`src/sv/csi_pkg.sv`:
```
package csi_pkg;

    // Table geometry
    localparam int CAPACITY = 4;
    localparam int IDX_W    = (CAPACITY > 1) ? $clog2(CAPACITY) : 1;
    localparam int CNT_W    = $clog2(CAPACITY + 1);

    // Configuration register indexes
    localparam int CFG_IDX_W = 2;
    localparam logic [CFG_IDX_W-1:0] CFG_MIN_DEPTH        = 2'd0;
    localparam logic [CFG_IDX_W-1:0] CFG_NORMAL_MATCH_MIN = 2'd1;
    localparam logic [CFG_IDX_W-1:0] CFG_DISTANCE_SQ_MAX  = 2'd2;

    // Register reset values
    localparam logic [30:0]        MIN_DEPTH_RST        = 31'd16;
    localparam logic signed [31:0] NORMAL_MATCH_MIN_RST = 32'sd1073634449;
    localparam logic [31:0]        DISTANCE_SQ_MAX_RST  = 32'd28147;

    // Request function codes
    localparam logic FUNC_OFFER = 1'b0;
    localparam logic FUNC_CLEAR = 1'b1;

    // Result status codes
    typedef enum logic [2:0] {
        ST_SHALLOW   = 3'd0,
        ST_DUP_KEEP  = 3'd1,
        ST_DUP_UPD   = 3'd2,
        ST_APPEND    = 3'd3,
        ST_REPLACE   = 3'd4,
        ST_FULL_KEEP = 3'd5,
        ST_CLEARED   = 3'd6
    } status_t;

    typedef struct packed {
        logic              func;
        logic signed [31:0] point_x;
        logic signed [31:0] point_y;
        logic signed [31:0] point_z;
        logic signed [31:0] normal_x;
        logic signed [31:0] normal_y;
        logic signed [31:0] normal_z;
        logic signed [31:0] depth;
    } in_item_t;

    typedef struct packed {
        logic [2:0] status;
        logic [1:0] slot;
        logic [2:0] entry_count;
    } out_item_t;

    // One stored contact
    typedef struct packed {
        logic signed [31:0] px;
        logic signed [31:0] py;
        logic signed [31:0] pz;
        logic signed [31:0] nx;
        logic signed [31:0] ny;
        logic signed [31:0] nz;
        logic signed [31:0] depth;
    } entry_t;

    // Table write control
    typedef struct packed {
        logic             en;
        logic             with_point;
        logic [IDX_W-1:0] idx;
    } tbl_wr_t;

    // Multiply-accumulate control and result
    typedef struct packed {
        logic clear;
        logic acc_dot;
        logic acc_dist;
    } mac_ctrl_t;

    typedef struct packed {
        logic dot_match;
        logic near;
    } mac_res_t;

endpackage

```
`src/sv/csi_table.sv`:
```
module csi_table (
    input  logic                     aclk,
    input  csi_pkg::tbl_wr_t         wr,
    input  csi_pkg::entry_t          wr_data,
    input  logic [csi_pkg::IDX_W-1:0] rd_idx,
    output csi_pkg::entry_t          rd_data
);
    import csi_pkg::*;

    entry_t mem_reg [CAPACITY];

    // Write point only for new entries; normal and depth always
    always_ff @(posedge aclk) begin
        if (wr.en) begin
            if (wr.with_point) begin
                mem_reg[wr.idx].px <= wr_data.px;
                mem_reg[wr.idx].py <= wr_data.py;
                mem_reg[wr.idx].pz <= wr_data.pz;
            end
            mem_reg[wr.idx].nx    <= wr_data.nx;
            mem_reg[wr.idx].ny    <= wr_data.ny;
            mem_reg[wr.idx].nz    <= wr_data.nz;
            mem_reg[wr.idx].depth <= wr_data.depth;
        end
    end

    assign rd_data = mem_reg[rd_idx];

endmodule

```
`src/sv/csi_mac.sv`:
```
module csi_mac (
    input  logic                aclk,
    input  logic signed [31:0]  op_a,
    input  logic signed [31:0]  op_b,
    input  logic                op_far,
    input  csi_pkg::mac_ctrl_t  ctrl,
    input  logic signed [31:0]  normal_match_min,
    input  logic [31:0]         distance_sq_max,
    output csi_pkg::mac_res_t   res
);
    import csi_pkg::*;

    logic signed [31:0] op_a_reg;
    logic signed [31:0] op_b_reg;
    logic               far1_reg;
    logic signed [63:0] prod_reg;
    logic               far2_reg;
    logic signed [65:0] dot_acc_reg;
    logic [33:0]        dist_acc_reg;
    logic               far_acc_reg;

    logic signed [35:0] dot_shr;
    logic signed [31:0] dot_sat;

    // Register operands, then product, then accumulate
    always_ff @(posedge aclk) begin
        op_a_reg <= op_a;
        op_b_reg <= op_b;
        far1_reg <= op_far;
        prod_reg <= op_a_reg * op_b_reg;
        far2_reg <= far1_reg;
        if (ctrl.clear) begin
            dot_acc_reg  <= '0;
            dist_acc_reg <= '0;
            far_acc_reg  <= 1'b0;
        end else if (ctrl.acc_dot) begin
            dot_acc_reg <= dot_acc_reg + 66'(prod_reg);
        end else if (ctrl.acc_dist) begin
            dist_acc_reg <= dist_acc_reg + {2'b00, prod_reg[31:0]};
            far_acc_reg  <= far_acc_reg | far2_reg;
        end
    end

    // Floor shift to Q2.30 and saturate to 32 bits
    assign dot_shr = dot_acc_reg[65:30];

    always_comb begin
        if (dot_shr > 36'sh07FFFFFFF) begin
            dot_sat = 32'sh7FFFFFFF;
        end else if (dot_shr < -36'sh080000000) begin
            dot_sat = -32'sh80000000;
        end else begin
            dot_sat = dot_shr[31:0];
        end
    end

    assign res.dot_match = dot_sat > normal_match_min;
    assign res.near      = !far_acc_reg && (dist_acc_reg < {2'b00, distance_sq_max});

endmodule

```
`src/sv/contact_set_insert_core.sv`:
```
// Contact table that keeps the deepest contacts, up to CAPACITY entries. A request
// either clears the table or offers a contact (point, normal, depth); each request
// gives exactly one result with a status, the slot written and the entry count. A
// clear, a too-shallow offer and an offer to an empty table show their result in the
// cycle after acceptance. Any other offer is compared against the stored entries in
// slot order through one shared 32x32 multiplier; for each entry the steps are three
// normal products, three squared point differences, a pipeline wait and a decision.
// The block takes one request at a time and is ready again the cycle after its
// result is taken. Configuration writes are taken in any cycle and must be made
// while the block is idle.
module contact_set_insert_core (
    input  logic                              aclk,
    input  logic                              aresetn,
    input  logic                              s_valid,
    output logic                              s_ready,
    input  csi_pkg::in_item_t                 s_data,
    output logic                              m_valid,
    input  logic                              m_ready,
    output csi_pkg::out_item_t                m_data,
    input  logic                              cfg_valid,
    output logic                              cfg_ready,
    input  logic [csi_pkg::CFG_IDX_W-1:0]     cfg_index,
    input  logic [31:0]                       cfg_data
);
    import csi_pkg::*;

    typedef enum logic [1:0] {
        S_IDLE,
        S_SCAN,
        S_RESP
    } state_t;

    localparam logic [3:0] STEP_LAST = 4'd8;

    state_t             state_reg;
    logic [3:0]         step_reg;
    logic [IDX_W-1:0]   idx_reg;
    logic [IDX_W-1:0]   wk_idx_reg;
    logic signed [31:0] wk_depth_reg;
    logic [CNT_W-1:0]   count_reg;
    in_item_t           in_reg;
    out_item_t          out_reg;
    logic               m_valid_reg;
    tbl_wr_t            wr_reg;

    logic [30:0]        min_depth_reg;
    logic signed [31:0] normal_match_min_reg;
    logic [31:0]        distance_sq_max_reg;

    entry_t             rd;
    entry_t             wr_data;
    mac_ctrl_t          ctrl;
    mac_res_t           res;
    logic signed [31:0] op_a;
    logic signed [31:0] op_b;
    logic               op_far;
    logic signed [31:0] p_st;
    logic signed [31:0] p_in;
    logic signed [32:0] diff;

    logic               shallow;
    logic               match;
    logic               deeper;
    logic               last_entry;
    logic               wk_take;
    logic [IDX_W-1:0]   wk_idx_n;
    logic signed [31:0] wk_depth_n;

    csi_table u_table (
        .aclk    (aclk),
        .wr      (wr_reg),
        .wr_data (wr_data),
        .rd_idx  (idx_reg),
        .rd_data (rd)
    );

    csi_mac u_mac (
        .aclk             (aclk),
        .op_a             (op_a),
        .op_b             (op_b),
        .op_far           (op_far),
        .ctrl             (ctrl),
        .normal_match_min (normal_match_min_reg),
        .distance_sq_max  (distance_sq_max_reg),
        .res              (res)
    );

    // Entry data comes from the held request
    always_comb begin
        wr_data.px    = in_reg.point_x;
        wr_data.py    = in_reg.point_y;
        wr_data.pz    = in_reg.point_z;
        wr_data.nx    = in_reg.normal_x;
        wr_data.ny    = in_reg.normal_y;
        wr_data.nz    = in_reg.normal_z;
        wr_data.depth = in_reg.depth;
    end

    // Select point axis for the difference terms
    always_comb begin
        case (step_reg)
            4'd4: begin
                p_st = rd.py;
                p_in = in_reg.point_y;
            end
            4'd5: begin
                p_st = rd.pz;
                p_in = in_reg.point_z;
            end
            default: begin
                p_st = rd.px;
                p_in = in_reg.point_x;
            end
        endcase
        diff = {p_st[31], p_st} - {p_in[31], p_in};
    end

    // Feed the shared multiplier: three normal products, then three squares.
    // A difference of 2^16 or more squares past any threshold: flag it far.
    always_comb begin
        op_a   = '0;
        op_b   = '0;
        op_far = 1'b0;
        case (step_reg)
            4'd0: begin
                op_a = rd.nx;
                op_b = in_reg.normal_x;
            end
            4'd1: begin
                op_a = rd.ny;
                op_b = in_reg.normal_y;
            end
            4'd2: begin
                op_a = rd.nz;
                op_b = in_reg.normal_z;
            end
            4'd3, 4'd4, 4'd5: begin
                op_a   = diff[31:0];
                op_b   = diff[31:0];
                op_far = !((diff <= 33'sd65535) && (diff >= -33'sd65535));
            end
            default: ;
        endcase
    end

    // Accumulate schedule trails operand issue through the operand and product registers
    always_comb begin
        ctrl.clear    = (state_reg == S_SCAN) && (step_reg == 4'd0);
        ctrl.acc_dot  = (state_reg == S_SCAN) && (step_reg >= 4'd2) && (step_reg <= 4'd4);
        ctrl.acc_dist = (state_reg == S_SCAN) && (step_reg >= 4'd5) && (step_reg <= 4'd7);
    end

    // Per-entry decision terms
    always_comb begin
        shallow    = $signed({s_data.depth[31], s_data.depth})
                     <= $signed({2'b00, min_depth_reg});
        match      = res.dot_match && res.near;
        deeper     = in_reg.depth > rd.depth;
        last_entry = (CNT_W'(idx_reg) + CNT_W'(1)) == count_reg;
        wk_take    = (idx_reg == '0) || (rd.depth < wk_depth_reg);
        wk_idx_n   = wk_take ? idx_reg : wk_idx_reg;
        wk_depth_n = wk_take ? rd.depth : wk_depth_reg;
    end

    // Sequencer, configuration registers and result register
    always_ff @(posedge aclk) begin
        if (!aresetn) begin
            state_reg            <= S_IDLE;
            step_reg             <= '0;
            count_reg            <= '0;
            m_valid_reg          <= 1'b0;
            wr_reg               <= '0;
            min_depth_reg        <= MIN_DEPTH_RST;
            normal_match_min_reg <= NORMAL_MATCH_MIN_RST;
            distance_sq_max_reg  <= DISTANCE_SQ_MAX_RST;
        end else begin
            if (cfg_valid) begin
                unique case (cfg_index)
                    CFG_MIN_DEPTH:        min_depth_reg        <= cfg_data[30:0];
                    CFG_NORMAL_MATCH_MIN: normal_match_min_reg <= cfg_data;
                    CFG_DISTANCE_SQ_MAX:  distance_sq_max_reg  <= cfg_data;
                    default: ;
                endcase
            end

            unique case (state_reg)
                S_IDLE: begin
                    if (s_valid) begin
                        in_reg <= s_data;
                        if (s_data.func == FUNC_CLEAR) begin
                            count_reg           <= '0;
                            out_reg.status      <= ST_CLEARED;
                            out_reg.slot        <= '0;
                            out_reg.entry_count <= '0;
                            m_valid_reg         <= 1'b1;
                            state_reg           <= S_RESP;
                        end else if (shallow) begin
                            out_reg.status      <= ST_SHALLOW;
                            out_reg.slot        <= '0;
                            out_reg.entry_count <= 3'(count_reg);
                            m_valid_reg         <= 1'b1;
                            state_reg           <= S_RESP;
                        end else if (count_reg == '0) begin
                            wr_reg              <= '{en: 1'b1, with_point: 1'b1, idx: '0};
                            count_reg           <= CNT_W'(1);
                            out_reg.status      <= ST_APPEND;
                            out_reg.slot        <= '0;
                            out_reg.entry_count <= 3'd1;
                            m_valid_reg         <= 1'b1;
                            state_reg           <= S_RESP;
                        end else begin
                            idx_reg   <= '0;
                            step_reg  <= '0;
                            state_reg <= S_SCAN;
                        end
                    end
                end

                S_SCAN: begin
                    if (step_reg != STEP_LAST) begin
                        step_reg <= step_reg + 4'd1;
                    end else if (match) begin
                        // Duplicate: refresh normal and depth only when deeper
                        out_reg.entry_count <= 3'(count_reg);
                        m_valid_reg         <= 1'b1;
                        state_reg           <= S_RESP;
                        if (deeper) begin
                            wr_reg         <= '{en: 1'b1, with_point: 1'b0, idx: idx_reg};
                            out_reg.status <= ST_DUP_UPD;
                            out_reg.slot   <= 2'(idx_reg);
                        end else begin
                            out_reg.status <= ST_DUP_KEEP;
                            out_reg.slot   <= '0;
                        end
                    end else if (!last_entry) begin
                        // Advance to the next entry, tracking the shallowest
                        wk_idx_reg   <= wk_idx_n;
                        wk_depth_reg <= wk_depth_n;
                        idx_reg      <= idx_reg + IDX_W'(1);
                        step_reg     <= '0;
                    end else begin
                        m_valid_reg <= 1'b1;
                        state_reg   <= S_RESP;
                        if (count_reg < CNT_W'(CAPACITY)) begin
                            wr_reg <= '{en: 1'b1, with_point: 1'b1,
                                        idx: IDX_W'(count_reg)};
                            count_reg           <= count_reg + CNT_W'(1);
                            out_reg.status      <= ST_APPEND;
                            out_reg.slot        <= 2'(count_reg);
                            out_reg.entry_count <= 3'(count_reg + CNT_W'(1));
                        end else if (in_reg.depth > wk_depth_n) begin
                            wr_reg <= '{en: 1'b1, with_point: 1'b1, idx: wk_idx_n};
                            out_reg.status      <= ST_REPLACE;
                            out_reg.slot        <= 2'(wk_idx_n);
                            out_reg.entry_count <= 3'(count_reg);
                        end else begin
                            out_reg.status      <= ST_FULL_KEEP;
                            out_reg.slot        <= '0;
                            out_reg.entry_count <= 3'(count_reg);
                        end
                    end
                end

                S_RESP: begin
                    // Drop the table write strobe after its single cycle
                    wr_reg.en <= 1'b0;
                    if (m_ready) begin
                        m_valid_reg <= 1'b0;
                        state_reg   <= S_IDLE;
                    end
                end

                default: state_reg <= S_IDLE;
            endcase
        end
    end

    assign s_ready   = (state_reg == S_IDLE);
    assign m_valid   = m_valid_reg;
    assign m_data    = out_reg;
    assign cfg_ready = 1'b1;

endmodule

```
`config.mk`:
```
export PLATFORM = sky130hd
export DESIGN_NAME = contact_set_insert_core
export DESIGN_NICKNAME = d
export VERILOG_FILES = /design/src/sv/csi_pkg.sv /design/src/sv/csi_table.sv /design/src/sv/csi_mac.sv /design/src/sv/contact_set_insert_core.sv
export SDC_FILE = /design/constraint.sdc
export NUM_CORES = 2
export LEC_CHECK = 0
export ABC_AREA = 1
export BUFFER_PORTS_ARGS = -buffer_cell sky130_fd_sc_hd__buf_2
export CORE_MARGIN = 3
export CORE_UTILIZATION = 60
export CTS_BUF_LIST = sky130_fd_sc_hd__clkbuf_8 sky130_fd_sc_hd__clkbuf_16
export DETAILED_ROUTE_END_ITERATION = 16
export PLACE_DENSITY = 0.77
export SETUP_SLACK_MARGIN = 0.5
export SYNTH_ARGS = -nofsm -noshare
export SYNTH_HDL_FRONTEND = slang
export SYNTH_SLANG_ARGS = --single-unit
export TNS_END_PERCENT = 30
```
`constraint.sdc`:
```
create_clock -name aclk -period 31.7 [get_ports aclk]
set_input_delay 4.755 -clock aclk [delete_from_list [all_inputs] [get_ports aclk]]
set_output_delay 4.755 -clock aclk [all_outputs]
set_load 0.01 [all_outputs]
```
== Word level (Yosys, flattened, before mapping) ==
Memories as Yosys holds them, arrays and structs flattened. A register that Yosys moved wholly into a read port is not among the register bits.
Index checks and enable logic that the tools add are counted.

* Flip-flop bits (word level): 608
* RAM bits: 896
* Bits of input ports: 264
* Output and inout bits: 11
* Logic and storage cells: 203
* Memories: 1

* $add $sub $neg: 7
* Multipliers: 1
* Magnitude comparators: 15
* Equal/unequal tests: 30
* Mux-type cells: 80
* Bitwise operators: 5
* Reductions and logical operators: 33

{| class="wikitable"
|+ Memory list
! memory !! words !! width !! rd ports !! clocked after memory_dff !! wr ports !! line !! RTL
|-
| u_table.mem_reg || 4 || 224 || 1 || 1 || 1 || csi_table.sv:10 || <nowiki>entry_t mem_reg [CAPACITY];</nowiki>
|}

{| class="wikitable"
|+ Operator list
! cell !! count
|-
| one-hot mux 32 bit (4 select lines) || 2
|-
| one-hot mux 32 bit (2 select lines) || 2
|-
| > comparator 32 bit || 3
|-
| two-way mux 32 bit || 3
|-
| two-way mux 4 bit || 18
|-
| adder 66 x 64 -> 66 bit || 1
|-
| multiplier 32 x 32 -> 64 bit || 1
|-
| two-way mux 8 bit || 8
|-
| > comparator 36 x 32 -> 1 bit (second input constant) || 1
|-
| < comparator 36 x 32 -> 1 bit (second input constant) || 1
|-
| adder 34 x 32 -> 34 bit || 1
|-
| < comparator 34 x 32 -> 1 bit || 1
|-
| two-way mux 2 bit || 17
|-
| >= comparator 33 x 17 -> 1 bit (second input constant) || 1
|-
| less-or-equal comparator 33 x 17 -> 1 bit (second input constant) || 1
|-
| subtractor 32 x 32 -> 33 bit || 1
|-
| less-or-equal comparator 32 bit || 1
|-
| < comparator 32 bit || 1
|-
| AND reduction 9 bit || 3
|-
| two-way mux 3 bit || 8
|-
| inequality test 2 bit (second input constant) || 9
|-
| one-hot mux 8 bit (2 select lines) || 1
|-
| two-way mux 1 bit || 13
|-
| one-hot mux 3 bit (2 select lines) || 2
|-
| other kinds (44) || 71
|}

== Longest topological paths before layout ==
* Depth after elaboration: 10
* Mapped depth: 44
* Gate-level depth less buffers: 40

== Cells and area by module ==
Synthesis repeated with hierarchy kept, for this count alone.

* Cells, all modules: 13046
* Area, all modules: 111882.3 sq um

{| class="wikitable"
|+ By module, submodules not included
! module !! instances !! cells each !! area each (sq um) !! sequential area each (sq um)
|-
| csi_mac || 1 || 7056 || 53281.1 || 4624.4
|-
| csi_table || 1 || 3522 || 37716.2 || 26905.8
|-
| contact_set_insert_core || 1 || 2468 || 20885.0 || 10229.8
|}

== Worst setup path after synthesis ==
OpenSTA, ideal clock, no wires.

* Kind: input-to-reg
* Start: input port aresetn
* End: register in_reg[0] (netlist name), enable pin
* Library setup time: 1.357 ns
* Data arrival time: 26.350 ns
* Data required time: 30.343 ns
* Slack: 3.993 ns
* Cell stages on the path: 4
* Path buffers: 2
* Cell sequence: clkbuf_1 -> inv_1 -> clkbuf_1 -> nor4_1

* Cells in the longest elaborated chain, start to end: 1

{| class="wikitable"
|+ Ends and longest elaborated chain
! element !! line !! RTL
|-
| from (decl) || contact_set_insert_core.sv:13 || <nowiki>input logic aresetn,</nowiki>
|-
| AND reduction 3 bit (no source line) || - ||
|-
| to (signal assigned) || contact_set_insert_core.sv:189 || <nowiki>in_reg <= s_data;</nowiki>
|-
| to (decl) || contact_set_insert_core.sv:41 || <nowiki>in_item_t in_reg;</nowiki>
|}

Every way passes these cells.
A chain may end at the register's enable or synchronous reset.

== Worst setup path in the final report ==
* Start: input port aresetn
* End: register in_reg[55] (netlist name), enable pin

The elaborated chain is that of the path after synthesis.

==> results.json <==
{
  "status": "finished clean",
  "numCtsBuffers": 154,
  "drt-total-wl_mm": 282,
  "initial_utilization_pct": 60.8,
  "port_buffers": 273,
  "drv_cap": 0,
  "grt_usage_pct": 31.4,
  "relSlewSlack_pct": 24.6,
  "ctsResizeCount": 0,
  "overflow": 0,
  "yosysWarningCount": 0,
  "place_congestion": 0.986,
  "tightestPinTransition_ns": 1.13,
  "yosysTopAreaCell": "edfxtp_1",
  "finalHoldViolCount": 0,
  "fin_skew_ns": 0.103,
  "grt_pass1_wl_mm": 440,
  "area_delta_synth_final_pct": 8.32,
  "fin_setup_tns_ns": 0,
  "avgRoutedWirePerCell_um": 20.8,
  "maxSlewViolCount": 0,
  "r2r_setup_slack_ns": 23.57,
  "synthArstFlopShare_pct": 0,
  "drive_above_1_share_pct": 6.64,
  "synth_edf_count": 1164,
  "endpoint_kind": "flop",
  "ant_nets": 0,
  "synth-seq-cells": 1506,
  "cts.root.buffer_cell": "clkbuf_16",
  "clk_pin_slew_ns": 0.07,
  "firstDrtPassIters": 7,
  "synth_area_per_cell_sq_um": 9.50,
  "holdCritPathClass": "reg -> reg",
  "hold_buffers": 0,
  "finalCritPeriodShare_pct": 26.4,
  "nFillCells": 13400,
  "num_vias": 78300,
  "r2r-end": "u_mac.prod_reg[61]$_DFF_P_",
  "clkLatencyLatePin_ns": 0.86,
  "cp-start-kind": "input pin",
  "instances_no_fill": 13600,
  "synthesis.area_sq_mm": 0.105,
  "crit_fanout": 100,
  "utilization_pct": 65.8,
  "synth_top_area_share_pct": 33.3,
  "grt_pass1_vias": 79500,
  "seq_area_sq_mm": 0.0418,
  "layout_common_cells": "inv_1 (2195), nand2_1 (2086), edfxtp_1 (1164)",
  "r2r_start": "u_mac.op_a_reg[31]$_DFF_P_",
  "ff2ff_path_depth": 27,
  "largest_register_ffs": 896,
  "fmax_ghz": 0.119,
  "cts.htree.levels": 4,
  "cp.required_ns": 32.13,
  "netlist-cell-type-count": 63,
  "antenna_found_initial": 5,
  "place_inst": 13300,
  "crit_arrival_ns": 8.82,
  "finalCriticalPeriod_ns": 8.38,
  "post_cts_buffers": 0,
  "num_rows": 152,
  "cts_tree": "done",
  "netlist_instances": 11000,
  "numClockSinks": 1506,
  "vias_per_cell": 5.77,
  "dp_hpwl_mm": 206,
  "synthFlopType": "edfxtp_1",
  "synth_top_cells_by_area": "edfxtp_1 (33%), fa_1 (21%), inv_1 (7.8%), nand2_1 (7.5%), dfxtp_1 (6.5%)",
  "clock_path_buffers": 3,
  "final_common_cell": "inv_1",
  "endpoint": "in_reg[55]$_DFFE_PP_",
  "path_class": "in -> reg",
  "rsz0062_at_grt": "no",
  "die_h_um": 424,
  "die_area_sq_mm": 0.180,
  "drtIter0Drc": 8007,
  "fin_nets": 13000,
  "coreArea_sq_mm": 0.173,
  "drc": 0,
  "pin_count": 275,
  "die_w_um": 424,
  "syn-num-nets": 12900,
  "grt_start_max_net_pins": 167,
  "yosysSeqAreaShare_pct": 39.8,
  "setup_viol_count_final": 0,
  "multiInputGateArea_sq_mm": 0.0532,
  "cp-startpoint": "aresetn"
}
## worst max-delay path, cell delays in order
cell and delay (ns):
buf_2 0.08, buf_4 0.66, inv_1 0.11, buf_4 0.24
nor4_2 0.15, buf_4 0.47, buf_4 0.67, buf_4 0.68
buf_4 0.81
## metal layers
metal	share of wire (%)	vias to the layer above	global-route usage (%)	wire length [um]
met4	5.0	2	14.9	14100
met2	49	3842	52.4	137000
met5	0.0036	-	0	10
met3	8.5	738	4.89	23800
li1	-	35400	-	-
met1	38	38300	40.5	107000
## through the flow
stage | worst slack (ns) | instance area (sq um) | hold slack [ns]
finish | 23.32 | 114000 | 0.361
global route | 22.90 | 114000 | 0.362
global placement | 22.59 | 108000 | 0.318
detailed placement | 22.48 | 108000 | 0.344
CTS | 23.35 | 114000 | 0.362
floorplan | 3.99 | 105000 | 0.310
## how the worst min path moves through the flow
| stage | startpoint | to | slack, ns | cells past startpoint |
|---|---|---|---|---|
| 2_1_floorplan | u_mac.far1_reg$_SDFF_PP0_ | u_mac.far2_reg$_DFF_P_ | 0.31 | 0 |
| 3_3_place_gp | u_mac.far1_reg$_SDFF_PP0_ | u_mac.far2_reg$_DFF_P_ | 0.32 | 0 |
| 3_5_place_dp | u_mac.far1_reg$_SDFF_PP0_ | u_mac.far2_reg$_DFF_P_ | 0.34 | 0 |
| 4_1_cts | u_mac.far1_reg$_SDFF_PP0_ | u_mac.far2_reg$_DFF_P_ | 0.36 | 0 |
| 5_1_grt | u_mac.far1_reg$_SDFF_PP0_ | u_mac.far2_reg$_DFF_P_ | 0.36 | 0 |
| 6_report | u_mac.far1_reg$_SDFF_PP0_ | u_mac.far2_reg$_DFF_P_ | 0.36 | 0 |
## cell usage after synthesis, types with 81 or more instances
cell type	count
o22ai_1	133
edfxtp_1	1164
inv_1	2174
nand3_1	185
clkbuf_1	389
xor2_1	94
o211ai_1	81
nand2_1	2086
a21oi_1	599
fa_1	1085
o21ai_0	648
nand4_1	92
ha_1	512
dfxtp_1	342
nor2_1	863
## area by class of cell
type	count	share of cell area, %
repair buffers	378	1.94
well taps	2310	2.54
clock buffers	164	3.52
clock inverters	123	1.12
multi-input cells	6892	46.8
diodes	4	0.00881
inverters	2187	7.24
flip-flops and latches	1506	36.8
## cell families after synthesis
kind of cell             synth area share (%)
buffers and inverters                    9.53
flip-flops                               39.8
AO/OA/AOI/OAI                            9.90
adder cells (fa/ha/maj)                  26.8
AND/OR/NAND/NOR                          12.7
XOR/XNOR                                 1.27
other                                 0.00357
Power is left out: the tool's default activity adds up to more than one toggle a clock period on the data nets, which glitch-free logic cannot reach.
